===== src/sv/sdf_pkg.sv =====
// Shared constants, result codes and controller/datapath types for the duplicate filter table.
`default_nettype none

package sdf_pkg;

	localparam int TABLE_DEPTH_DEF = 64;
	localparam int KEY_BITS_DEF    = 48;
	localparam int TIME_W          = 16;
	localparam int CNT_OUT_W       = 7;

	localparam logic [TIME_W-1:0] DUP_WINDOW_RST = 16'd20;

	localparam logic [1:0] OC_INSERTED   = 2'd0;
	localparam logic [1:0] OC_FULL       = 2'd1;
	localparam logic [1:0] OC_REFRESHED  = 2'd2;
	localparam logic [1:0] OC_SUPPRESSED = 2'd3;

	typedef struct packed {
		logic       load_item;
		logic       rd_mid;
		logic       step_search;
		logic       rd_pos;
		logic       init_shift;
		logic       rd_shift;
		logic       wr_shift;
		logic       wr_entry;
		logic       inc_count;
		logic       load_out;
		logic [1:0] outcome;
	} cmd_t;

	typedef struct packed {
		logic search_done;
		logic pos_in_table;
		logic found;
		logic dup;
		logic full;
		logic shift_done;
		logic out_free;
	} status_t;

endpackage

`default_nettype wire


===== src/sv/sdf_ctrl.sv =====
// Controller: sequences search, hit check, shift-insert and result hand-off for one report.
`default_nettype none

module sdf_ctrl (
	input  wire logic             clk,
	input  wire logic             arst_n,
	input  wire logic             item_valid,
	output logic                  item_ready,
	input  wire sdf_pkg::status_t status,
	output sdf_pkg::cmd_t         cmd
);

	localparam logic [3:0] ST_IDLE = 4'd0;
	localparam logic [3:0] ST_TEST = 4'd1;
	localparam logic [3:0] ST_CMP  = 4'd2;
	localparam logic [3:0] ST_CHK  = 4'd3;
	localparam logic [3:0] ST_NEW  = 4'd4;
	localparam logic [3:0] ST_SHR  = 4'd5;
	localparam logic [3:0] ST_SHW  = 4'd6;
	localparam logic [3:0] ST_INS  = 4'd7;
	localparam logic [3:0] ST_RES  = 4'd8;

	logic [3:0] state_q;
	logic [3:0] state_d;
	logic [1:0] outcome_q;
	logic [1:0] outcome_d;
	logic       outcome_set;

	assign item_ready = (state_q == ST_IDLE);

	always_comb begin
		state_d     = state_q;
		outcome_d   = outcome_q;
		outcome_set = 1'b0;
		cmd         = '0;
		cmd.outcome = outcome_q;
		case (state_q)
			ST_IDLE: begin
				if (item_valid) begin
					cmd.load_item = 1'b1;
					state_d       = ST_TEST;
				end
			end
			ST_TEST: begin
				if (!status.search_done) begin
					cmd.rd_mid = 1'b1;
					state_d    = ST_CMP;
				end else if (status.pos_in_table) begin
					cmd.rd_pos = 1'b1;
					state_d    = ST_CHK;
				end else begin
					state_d = ST_NEW;
				end
			end
			ST_CMP: begin
				cmd.step_search = 1'b1;
				state_d         = ST_TEST;
			end
			ST_CHK: begin
				if (status.found) begin
					outcome_set = 1'b1;
					if (status.dup) begin
						outcome_d = sdf_pkg::OC_SUPPRESSED;
					end else begin
						cmd.wr_entry = 1'b1;
						outcome_d    = sdf_pkg::OC_REFRESHED;
					end
					state_d = ST_RES;
				end else begin
					state_d = ST_NEW;
				end
			end
			ST_NEW: begin
				if (status.full) begin
					outcome_set = 1'b1;
					outcome_d   = sdf_pkg::OC_FULL;
					state_d     = ST_RES;
				end else begin
					cmd.init_shift = 1'b1;
					state_d        = ST_SHR;
				end
			end
			ST_SHR: begin
				if (status.shift_done) begin
					state_d = ST_INS;
				end else begin
					cmd.rd_shift = 1'b1;
					state_d      = ST_SHW;
				end
			end
			ST_SHW: begin
				cmd.wr_shift = 1'b1;
				state_d      = ST_SHR;
			end
			ST_INS: begin
				cmd.wr_entry  = 1'b1;
				cmd.inc_count = 1'b1;
				outcome_set   = 1'b1;
				outcome_d     = sdf_pkg::OC_INSERTED;
				state_d       = ST_RES;
			end
			ST_RES: begin
				if (status.out_free) begin
					cmd.load_out = 1'b1;
					state_d      = ST_IDLE;
				end
			end
			default: begin
				state_d = ST_IDLE;
			end
		endcase
	end

	always_ff @(posedge clk or negedge arst_n) begin
		if (!arst_n) begin
			state_q <= ST_IDLE;
		end else begin
			state_q <= state_d;
		end
	end

	always_ff @(posedge clk) begin
		if (outcome_set) begin
			outcome_q <= outcome_d;
		end
	end

endmodule

`default_nettype wire


===== config.mk =====
export PLATFORM = sky130hd
export DESIGN_NAME = sdf_ctrl
export DESIGN_NICKNAME = d
export VERILOG_FILES = /design/src/sv/sdf_pkg.sv /design/src/sv/sdf_ctrl.sv
export SDC_FILE = /design/constraint.sdc
export NUM_CORES = 1
export LEC_CHECK = 0
export BUFFER_PORTS_ARGS = -buffer_cell sky130_fd_sc_hd__buf_2
export CAP_MARGIN = 20
export CORE_AREA = 5 5 42 44
export DETAILED_ROUTE_END_ITERATION = 10
export DIE_AREA = 0 0 47 49
export GPL_ROUTABILITY_DRIVEN = 0
export GPL_TIMING_DRIVEN = 0
export PLACE_DENSITY = 0.74
export SYNTH_ARGS = -nofsm -noshare
export SYNTH_HDL_FRONTEND = slang
export SYNTH_SLANG_ARGS = --single-unit

===== constraint.sdc =====
create_clock -name clk -period 1.39 [get_ports clk]
set_input_delay 0.2085 -clock clk [delete_from_list [all_inputs] [get_ports clk]]
set_output_delay 0.2085 -clock clk [all_outputs]
set_load 0.05 [all_outputs]

### Word-level counts from Yosys, hierarchy flattened

Index checks and enable logic that the tools add are counted.

| storage, ports and cells | value |
|---|---|
| register bits after elaboration | 6 |
| input bits | 10 |

| cells by class | value |
|---|---|
| equality and inequality tests | 12 |
| mux-type cells | 34 |
| reduce and logical (&&, ||, !) cells | 4 |

Operator list:

| kind | count |
|---|---|
| case mux 4 bit (9 select lines) | 1 |
| 2-to-1 mux 1 bit | 22 |
| 2-to-1 mux 4 bit | 5 |
| equality test 4 x 3 -> 1 bit (second input constant) | 4 |
| equality test 4 x 2 -> 1 bit (second input constant) | 2 |
| inequality test 2 bit (second input constant) | 4 |
| case mux 2 bit (3 select lines) | 1 |
| equality test 4 x 1 -> 1 bit (second input constant) | 1 |
| equality test 4 bit (second input constant) | 1 |
| zero test 4 bit | 1 |
| 2-to-1 mux 2 bit | 2 |
| AND reduction 4 bit | 1 |
| 2-to-1 mux 3 bit | 1 |
| case mux 1 bit (3 select lines) | 1 |
| nonzero test 3 bit | 1 |
| case mux 1 bit (2 select lines) | 1 |
| AND reduction 2 bit | 1 |

### Longest topological paths before layout

Gate-level depths: netlist (run 1).

| depth | value |
|---|---|
| word-level depth | 3 |
| gate-level depth with buffers | 4 |

### Least setup slack after synthesis (run 1)

OpenSTA, ideal clock, no wires.

| timing path | value |
|---|---|
| path kind | flip-flop to output port |
| start point | register state_q[0] |
| end point | output cmd[7] in the netlist's numbering |
| arrival time | 2093 ps |
| data required time | 1182 ps |
| setup slack | -912 ps |
| stages on the path, launching flop included | 3 |
| path buffers | 1 |
| path through | dfrtp_1 buf_2 nor4_1 |

RTL lines:

| what | RTL line | source |
|---|---|---|
| start, declared | sdf_ctrl.sv:23 | `logic [3:0] state_q;` |
| start signal, assigned | sdf_ctrl.sv:118 | `state_q <= state_d;` |
| end, declared | sdf_ctrl.sv:10 | `output sdf_pkg::cmd_t cmd` |

==> results of run 1 <==
## cell usage in the layout, fill, tap and decap left out, drive strengths merged, types with 2 or more instances in the layout
cell type	count
nor2	3
nor4	3
a21oi	5
nand2	3
buf	43
o21ai	2
clkbuf	4
nor3	6
edfxtp	2
inv	3
dfrtp	4
nand2b	5
## layout make-up
cell class / instances / area, sq um / share of cell area, %
repair buffers: 40 / 351.6 / 33.21
multi-input cells: 41 / 419.2 / 39.60
well taps: 16 / 20.02 / 1.891
plain buffers: 4 / 61.31 / 5.792
flip-flops and latches: 6 / 163.9 / 15.48
clock buffers: 4 / 26.28 / 2.482
inverters: 3 / 16.27 / 1.537
## flip-flops by register name (all words and copies together) (netlist names)
name	count
state_q	4
outcome_q	2
## worst max-delay path by stage
stage / start / to / slack [ps]
finish: state_q[1] / cmd[10] / -270
global route: state_q[1] / cmd[10] / -310
global placement: state_q[0] / cmd[2] / -220
CTS: state_q[1] / cmd[10] / -240
detailed placement: state_q[0] / cmd[2] / -230
floorplan: state_q[1] / cmd[11] / -360
## routing by layer
layer	up-vias	share of wire, %
met5	-	0
met1	285	36
met4	0	4.9
met3	10	8.9
met2	33	50
li1	286	-
## cell families (layout without fill, tap and decap cells)
group           after synthesis  count (layout)
compound gates               13              13
flops                         6               6
simple gates                 28              28
buf+inv                       7              51
## critical path: cells and delay by family (launching register included)
family / cells / cell delay [ps]
and+or+nand+nor: 3 / 630
DFF: 1 / 410
buffers and inverters: 1 / 150
## power breakdown
part,internal [uW],switching [uW]
Combinational,922,1030
Sequential,260,84.9
Clock,110,78.9
Total,1290,1190
## through the flow
step	power [uW]	utilization (%)	instances	hold slack [ps]	worst slack, ps
after floorplan	1299	-	54	-87.09	-361.2
after global placement	1494	49.82	92	16.74	-224.5
after detailed placement	1511	49.82	92	21.92	-231.9
after CTS	2189	68.66	108	172.9	-236.4
after global routing	2588	75.54	114	191.7	-307.4
final	2482	75.54	114	194.1	-268.6
## timing repair
item                                    CTS  global route
cloned                                    0             0
pin swaps                                 5             6
hold buffers                              1             0
endpoints found under the setup margin   11            14
setup buffers                            11             7
endpoints found under the hold margin     4             0
gates resized for setup                  40            12
==> impl_results.md, run 1 <==
- Initial antenna violation count: 0
- # fillers: 84
- Largest net degree at the start of global routing: 11
- Unrepaired setup endpoints after global routing: yes
- Hold path endpoint: state_q[3]
- TNS Setup: -1919 ps
- Total GRT Usage: 18.44%
- Main combinational cell family by area after synthesis: simple AND/OR/NAND/NOR gates
- Slew margin rel.: 83.11%
- Post-synth EDFFs: 2
- Clock transition at path regs: 50 ps
- Layout cell share with drive strength beyond 1: 72.45%
- Num rows: 14
- Worst R2R Start: state_q[1]
- Worst-margin pin slew: 251.2 ps
- Total global routing overflow: 0
- Fraction of registers with async set/reset: roughly two thirds
- Power per cell area: 2345 nW/um^2
- Grt peak-use layer: met2
- Slowest CP cell: dfrtp_1
- Die Width: 47 microns
- CP Data Required Time: 1180 ps
- Clk Latency, worst-skew pair: ~260 ps
- Crit path cell chain: nand2b_4 -> or3_4 -> nor2_4 -> buf_8
- Post-Synthesis Cells: 54
- Final min period: ~1700 ps
- Post-DRT Antenna Nets: 0
- Largest area contributor in the netlist: dfrtp_1
- Met1 usage: 20.67%
- First-pass GRT wire length: 2918 microns
- Met3 GRT Util: 6.273%
- R2R cell count: 4
- Syn avg cell area: 8.527 sq um
- Max-cap violations: 0
- Yosys reg bits: 6
- Seq/Total Area, Yosys: 34.78%
- Root buf cell: clkbuf_4
- Final period utilization: 119.3%
- Synth Area in Simple Gates: 38.32%
- Total core area: 1401 sq um
- Worst Hold Path Cells: 2
- Share of the synthesized area in the top cell type: 21.74%
- Synthesized area: 460.4 sq um
- XOR/XNOR share of the synthesized area: 0%
- Reg-to-Reg End: state_q[2]
- PnR worst setup slack: -268.6 ps
- Synth unique cells: 28
- Top post-synthesis cells by count: nor3_1 (6), nand2b_1 (5), a21oi_1 (4), buf_2 (4), dfrtp_1 (4)
- Drt wl/cell: approximately 18 microns
- Post-Syn Nets: 64
- Worst reg2reg setup slack: 30 ps
- Num CTS Buffers: 3
- Skew final: 11.62 ps
- PortBufs: 22
- Area fraction in compound gates after synthesis: approximately a fifth
- Vias in the first global route: roughly 610
- CTS HTree Levels: 1
- Critical Setup Path Class: reg -> out
- Fin. max-slew vios: 0
- Die extent in y: 49 microns
- VDD IR max: 0.001379 V
- Crit Path Max Fanout: 4
- Router iterations before antenna repair: 4
- Met2 usage: 28.28%
- Avg Vias per Cell: about 5.4
- Run status: complete, but fails checks
- DR vias: 614
- ANT cells: 0
- Top_reg_cell synth: dfrtp_1
- Yosys warning count: 0
- HP Start: status[0]
- Net count, final: 109
- Die area: 2303 sq um
- Synth area leaders: dfrtp_1 (22%), edfxtp_1 (13%), nand2b_1 (6.8%)
- Multiplexer area fraction after synthesis: 0%
- CP arrival: 1450 ps
- CTS sink cnt: 6
- Design area: 1059 sq um
- Synth-to-layout area growth: 129.9%
- Max incr delay on CP: 410 ps
- Final wirelength: about 2000 microns
- Fmax achieved: 0.6029 GHz
- Hold WC Path Type: in -> reg
- Final setup viols: 11
- Fraction of the mapped netlist area in adder cells: 0%
- Post-DP Area: around 700 sq um
- Failing checks: setup timing
- Count leader, synth: nor3_1
- CP startpoint kind: flop
- I/O pin cnt: 23
- LEAKAGE: roughly 0.00045 uW
- Detailed Place HPWL: 1019 microns
- Max Root-Sink Buffers: 2
- Crit end category: output port
- First DRT Iteration DRCs: 8
- Final Hold Vio Count: 0
- DRC violation count after routing: 0
- TritonCTS clock tree: yes
- Initial Utilization: 32.86%
(Power assumes the default switching activity.)
==> run 2, diff against run 1 <==
Settings changed: SETUP_SLACK_MARGIN set to 0.15.
==> run 2 against run 1 <==
The run still ends with setup timing left. Cell count rose by 8.8%. Routed wire length rose by 13%. Total power grew 18%. Largest cell class is now non-clock buffers. Via count up 15%. Clock skew up 1.1 ps. Core utilization increased by 11 points. Maximum frequency fell by 0.72%.
==> impl_results.md, run 2 (synthesized netlist as in run 1, its figures left out) <==
- Run status: complete, but fails checks
- Failing checks: setup timing
- Post-DP Area: 704.4 sq um (+0.90%)
- Commonest non-fill, non-tap cell in the layout: buf_6
- Met1 usage: 23.60% (+2.9 points)
- Final wirelength: 2263 microns (+13%)
- Router iterations before antenna repair: 5 (+1)
- Net count, final: 119 (+9.2%)
- PortBufs: 22 (unchanged)
- Design area: 1209 sq um (+14%)
- Final min period: 1671 ps (+11.98 ps)
- Die extent in y: 49 microns (unchanged)
- Root buf cell: clkbuf_4
- Layout cell share with drive strength beyond 1: 75.93% (+3.5 points)
- Fmax achieved: 0.5986 GHz (-0.72%)
- # fillers: 68 (-19%)
- Detailed Place HPWL: 1005 microns (-1.4%)
- Fin. max-slew vios: 0 (unchanged)
- DRC violation count after routing: 0 (unchanged)
- Critical Setup Path Class: reg -> out
- Max incr delay on CP: 440 ps (+30 ps)
- Die area: 2303 sq um (unchanged)
- Drt wl/cell: 18.25 microns (+3.9%)
- Worst path bufs/invs: 2 (+1)
- Final period utilization: 120.2% (+0.86 points)
- Avg Vias per Cell: 5.677 (+5.4%)
- Setup WS pre-CTS: -194.7 ps (+37.16 ps)
- Grt peak-use layer: met2
- Total global routing overflow: 0 (unchanged)
- Initial Utilization: 32.86% (unchanged)
- Area of the multi-input gates: 432.9 sq um (+3.3%)
- Clk Latency, worst-skew pair: 270 ps (about the same)
- CTS HTree Levels: 1 (unchanged)
- Post-DRT Antenna Nets: 0 (unchanged)
- Num CTS Buffers: 3 (unchanged)
- Final Hold Vio Count: 0 (unchanged)
- ANT cells: 0 (unchanged)
- Final setup viols: 15 (+4)
- TNS Setup: -2413 ps (-494.0 ps)
- Max-cap violations: 0 (unchanged)
- Die Width: 47 microns (unchanged)
- LEAKAGE: 0.0005199 uW (+15%)
- Largest net degree at the start of global routing: 9 (-2)
- Clock transition at path regs: 60 ps (about the same)
- Crit end category: output port
- First DRT Iteration DRCs: 9 (+1)
- FF/Latch Area: 163.9 sq um (unchanged)
- VDD IR max: 0.001523 V (+10%)
- Initial antenna violation count: 0 (unchanged)
- Vias in the first global route: 672 (+11%)
- Crit-path leading delay family: simple AND/OR/NAND/NOR gates
- Slowest CP cell: dfrtp_2
- CP startpoint kind: flop
- First-pass GRT wire length: 3263 microns (+12%)
- Hold WC Path Type: in -> reg
- Max reg flops: 4 (unchanged)
- Synth-to-layout area growth: 162.5%
- Largest regs: state_q (4), outcome_q (2)
- Biggest register: state_q
- Num rows: 14 (unchanged)
- Total GRT Usage: 20.85% (+2.4 points)
- Worst-margin pin slew: 248.3 ps (-2.852 ps)
- Commonest non-fill, non-tap cells in the layout: buf_6 (19), buf_4 (12), buf_2 (11), buf_8 (7), nor3_4 (5)
- Met3 GRT Util: 6.273% (unchanged)
- CTS sink cnt: 6 (unchanged)
- Final Power: 2932 uW (+18%)
- Crit Path Max Fanout: 6 (+2)
- Max Root-Sink Buffers: 2 (unchanged)
- I/O pin cnt: 23 (unchanged)
- Power per cell area: 2426 nW/um^2 (+3.5%)
- CP Data Required Time: 1180 ps (about the same)
- Final hold slack: 142.2 ps (-51.88 ps)
- Crit path cell chain: buf_6 -> nor4_4 -> and2_4 -> buf_8
- TritonCTS clock tree: yes
- Skew final: 12.76 ps (+1.138 ps)
- DR vias: 704 (+15%)
- Slew margin rel.: 83.37% (+0.27 points)
- CP arrival: 1460 ps (about the same)
- PnR worst setup slack: -280.5 ps (-11.98 ps)
- Unrepaired setup endpoints after global routing: yes
- Total core area: 1401 sq um (unchanged)
- Met2 usage: 31.45% (+3.2 points)
[run 2: final timing paths]
path,from,slack [ps],endpoint,cells after the start
max,state_q[3],-280,cmd[11],4
min in group asynchronous,arst_n,300,state_q[3],2
min,status[0],140,state_q[3],2
min reg2reg,state_q[1],720,state_q[1],3
max in group asynchronous,arst_n,930,state_q[2],2
max reg2reg,state_q[0],-50,outcome_q[1],5
[run 2: area by class of cell]
type,instances,area share (%)
repair buffers,50,41.51
multi-input cells,41,35.82
flip-flops and latches,6,13.56
plain buffers,4,4.348
clock buffers,4,2.174
well taps,16,1.656
inverters,3,0.9317
[run 2: power by group]
part           internal, uW  total (uW)  switching (uW)  leakage (uW)
logic                  1250        2390            1140      0.000440
registers               260         345            85.7     0.0000647
clock network           110         196            85.4     0.0000150
total                  1620        2930            1310      0.000520
[run 2: metal layers]
layer	vias up	share of wire, %
li1	309	-
met1	345	37
met3	12	6.7
met2	38	52
met5	-	0
met4	0	4.6
[run 2: stage by stage]
step           cells  utilization (%)
2_1_floorplan     54                -
3_5_place_dp      92            50.27
6_report         124            86.25
4_1_cts          113            76.61
5_1_grt          124            86.25
3_3_place_gp      92            50.27
[run 2: what timing repair did]
action / in CTS / in global routing
setup buffers: 16 / 11
setup endpoints to repair: 17 / 17
hold buffers: 1 / 0
resized for setup: 49 / 11
gates cloned: 0 / 0
pin swaps: 9 / 12
endpoints found under the hold margin: 4 / 0
==> run 3, diff against run 2 <==
==> constraint.sdc (replaced) <==
create_clock -name clk -period 1.39 [get_ports clk]
set_input_delay 0.3475 -clock clk [delete_from_list [all_inputs] [get_ports clk]]
set_output_delay 0.3475 -clock clk [all_outputs]
set_load 0.05 [all_outputs]
==> run 3 against run 2 <==
The run still ends with setup timing left. Total power rose by 1.3%. Worst setup slack got worse by 110 ps. Clock power down 4%. Via count down 3.4%. Cell count is the same. Combinational power grew 2%. Global-route usage increased by 1.1 points. Sequential power barely moved. Non-clock buffer count is the same. Critical path depth did not move. First-iteration DRC count rose by 100%. Sequential share of layout area is 0.28 points lower. Critical endpoint is now cmd[10].
==> impl_results.md, run 3 (synthesized netlist as in run 1, its figures left out) <==
- Largest regs: state_q (4), outcome_q (2)
- Total global routing overflow: 0 (unchanged)
- LEAKAGE: 0.0005352 uW (+2.9%)
- Failing checks: setup timing
- Die Width: 47 microns (unchanged)
- TritonCTS clock tree: yes
- Biggest register: state_q
- Crit path cell chain: nand2b_4 -> or3_4 -> nor2_4 -> buf_8
- Slowest CP cell: dfrtp_1
- Router iterations before antenna repair: 4 (-1)
- Clock power frac: 6.3% (-0.4 points)
- CP arrival: 1430 ps (-30 ps)
- Total core area: 1401 sq um (unchanged)
- HP Start: status[0]
- Sw frac: 44.23% (-0.57 points)
- PnR worst setup slack: -385.8 ps (-105.3 ps)
- Worst path bufs/invs: 1 (-1)
- Max reg flops: 4 (unchanged)
- Final setup viols: 16 (+1)
- TNS Setup: -3750 ps (-1338 ps)
- Max-cap violations: 0 (unchanged)
- Crit Path Max Fanout: 3 (-3)
- Critical Setup Path Class: reg -> out
- Final Hold Vio Count: 0 (unchanged)
- Clock transition at path regs: 60 ps (about the same)
- Slew margin rel.: 81.38% (-2.0 points)
- Synth-to-layout area growth: 167.9%
- ANT cells: 0 (unchanged)
- First DRT Iteration DRCs: 18 (+9)
- Skew final: 14.91 ps (+2.153 ps)
- Hold WC Path Type: in -> reg
- VDD IR max: 0.001349 V (-11%)
- Final min period: 1776 ps (+105.3 ps)
- CTS HTree Levels: 1 (unchanged)
- Vias in the first global route: 695 (+3.4%)
- Fmax achieved: 0.5631 GHz (-5.9%)
- Sequential share of power: 11.7% (about the same)
- Final hold slack: 280.8 ps (+138.6 ps)
- Final period utilization: 127.8% (+7.6 points)
- CTS sink cnt: 6 (unchanged)
- Worst-margin pin slew: 278.1 ps (+29.82 ps)
- PortBufs: 22 (unchanged)
- Layout cell share with drive strength beyond 1: 76.85% (+0.93 points)
- Final wirelength: 2421 microns (+7.0%)
- Largest net degree at the start of global routing: 7 (-2)
- Max incr delay on CP: 390 ps (-50 ps)
- Unrepaired setup endpoints after global routing: yes
- Commonest non-fill, non-tap cells in the layout: buf_6 (17), buf_4 (15), buf_2 (11), buf_8 (7), nor3_4 (5)
- Crit path from: state_q[1]
- Fin. max-slew vios: 0 (unchanged)
- Power per cell area: 2407 nW/um^2 (-0.78%)
- Die area: 2303 sq um (unchanged)
- Sw Pwr: 1313 uW (about the same)
- Avg Vias per Cell: 5.484 (-3.4%)
- DRC violation count after routing: 0 (unchanged)
- CP startpoint kind: flop
- Comb power frac: 82.0% (+0.5 points)
- Num rows: 14 (unchanged)
- Net count, final: 119 (unchanged)
- Root buf cell: clkbuf_4
- Initial Utilization: 32.86% (unchanged)
- Crit end category: output port
- Commonest non-fill, non-tap cell in the layout: buf_6
- Detailed Place HPWL: 1036 microns (+3.1%)
- Post-DRT Antenna Nets: 0 (unchanged)
- Clk Latency, worst-skew pair: 260 ps (about the same)
- DR vias: 680 (-3.4%)
- Num CTS Buffers: 3 (unchanged)
- Run status: complete, but fails checks
- First-pass GRT wire length: 3505 microns (+7.4%)
- Int Pwr: 1656 uW (+2.3%)
- Max Root-Sink Buffers: 2 (unchanged)
- Crit-path leading delay family: simple AND/OR/NAND/NOR gates
- Drt wl/cell: 19.52 microns (+7.0%)
- Die extent in y: 49 microns (unchanged)
- Initial antenna violation count: 0 (unchanged)
- CP Data Required Time: 1040 ps (-140 ps)
- I/O pin cnt: 23 (unchanged)
- Total GRT Usage: 21.99% (+1.1 points)
- Worst R2R Start: state_q[1]
==> run 3: worst reg2reg max path: cells and delay by family, from the launching register on <==
kind,cells,cell delay (ps)
buf+inv,3,390
simple gates,1,210
flops,1,390
compound gates,1,210
==> run 3: final cells by class <==
cell class	instances	area [sq um]
clock buffers	4	26.28
multi-input cells	41	452.9
well taps	16	20.02
flip-flops and latches	6	163.9
repair buffers	50	506.7
fillers	58	167.7
inverters	3	11.26
plain buffers	4	52.55
==> run 3: final timing paths <==
| check | depth (start not counted) | to | slack (ps) |
|---|---|---|---|
| worst max-delay path | 4 | cmd[10] | -390 |
| worst min-delay path | 2 | state_q[3] | 280 |
| worst max register to register | 5 | outcome_q[1] | -100 |
| worst min register to register | 2 | outcome_q[1] | 670 |
| max in group asynchronous | 2 | state_q[2] | 830 |
| min in group asynchronous | 2 | state_q[3] | 410 |
==> run 3: stage by stage <==
step           instances  utilization (%)  power, uW  instance area [sq um]  setup slack (ps)
2_1_floorplan         54                -       1317                  574.3            -500.2
3_3_place_gp          92            50.27       1511                  704.4            -322.5
3_5_place_dp          92            50.27       1532                  704.4            -342.7
4_1_cts              117            81.07       2639                   1136            -364.7
5_1_grt              124            88.04       3096                   1234            -412.1
6_report             124            88.04       2969                   1234            -385.8
==> run 3: repair_timing <==
item                                    in CTS  in global routing
hold buffers                                 1                  0
endpoints found under the hold margin        4                  0
pin swaps                                   14                  8
setup buffers                               18                  7
endpoints found under the setup margin      17                 18
gates resized for setup                     49                 10
gates cloned                                 2                  0
==> run 3: metal layers <==
layer / wire length (microns) / vias up / track usage (%)
met4: 49 / 0 / 12.44
met2: 1222 / 28 / 33.26
met1: 1017 / 341 / 27.42
li1: - / 305 / -
met5: 0 / - / 0
met3: 132 / 6 / 5.166
==> run 3: power groups by stage <==
stage / clock network [uW] / logic (uW) / registers [uW]
floorplan: 0 / 974 / 343
global placement: 0 / 1190 / 317
detailed placement: 0 / 1210 / 321
CTS: 188 / 2120 / 334
global route: 199 / 2540 / 355
finish: 188 / 2430 / 347
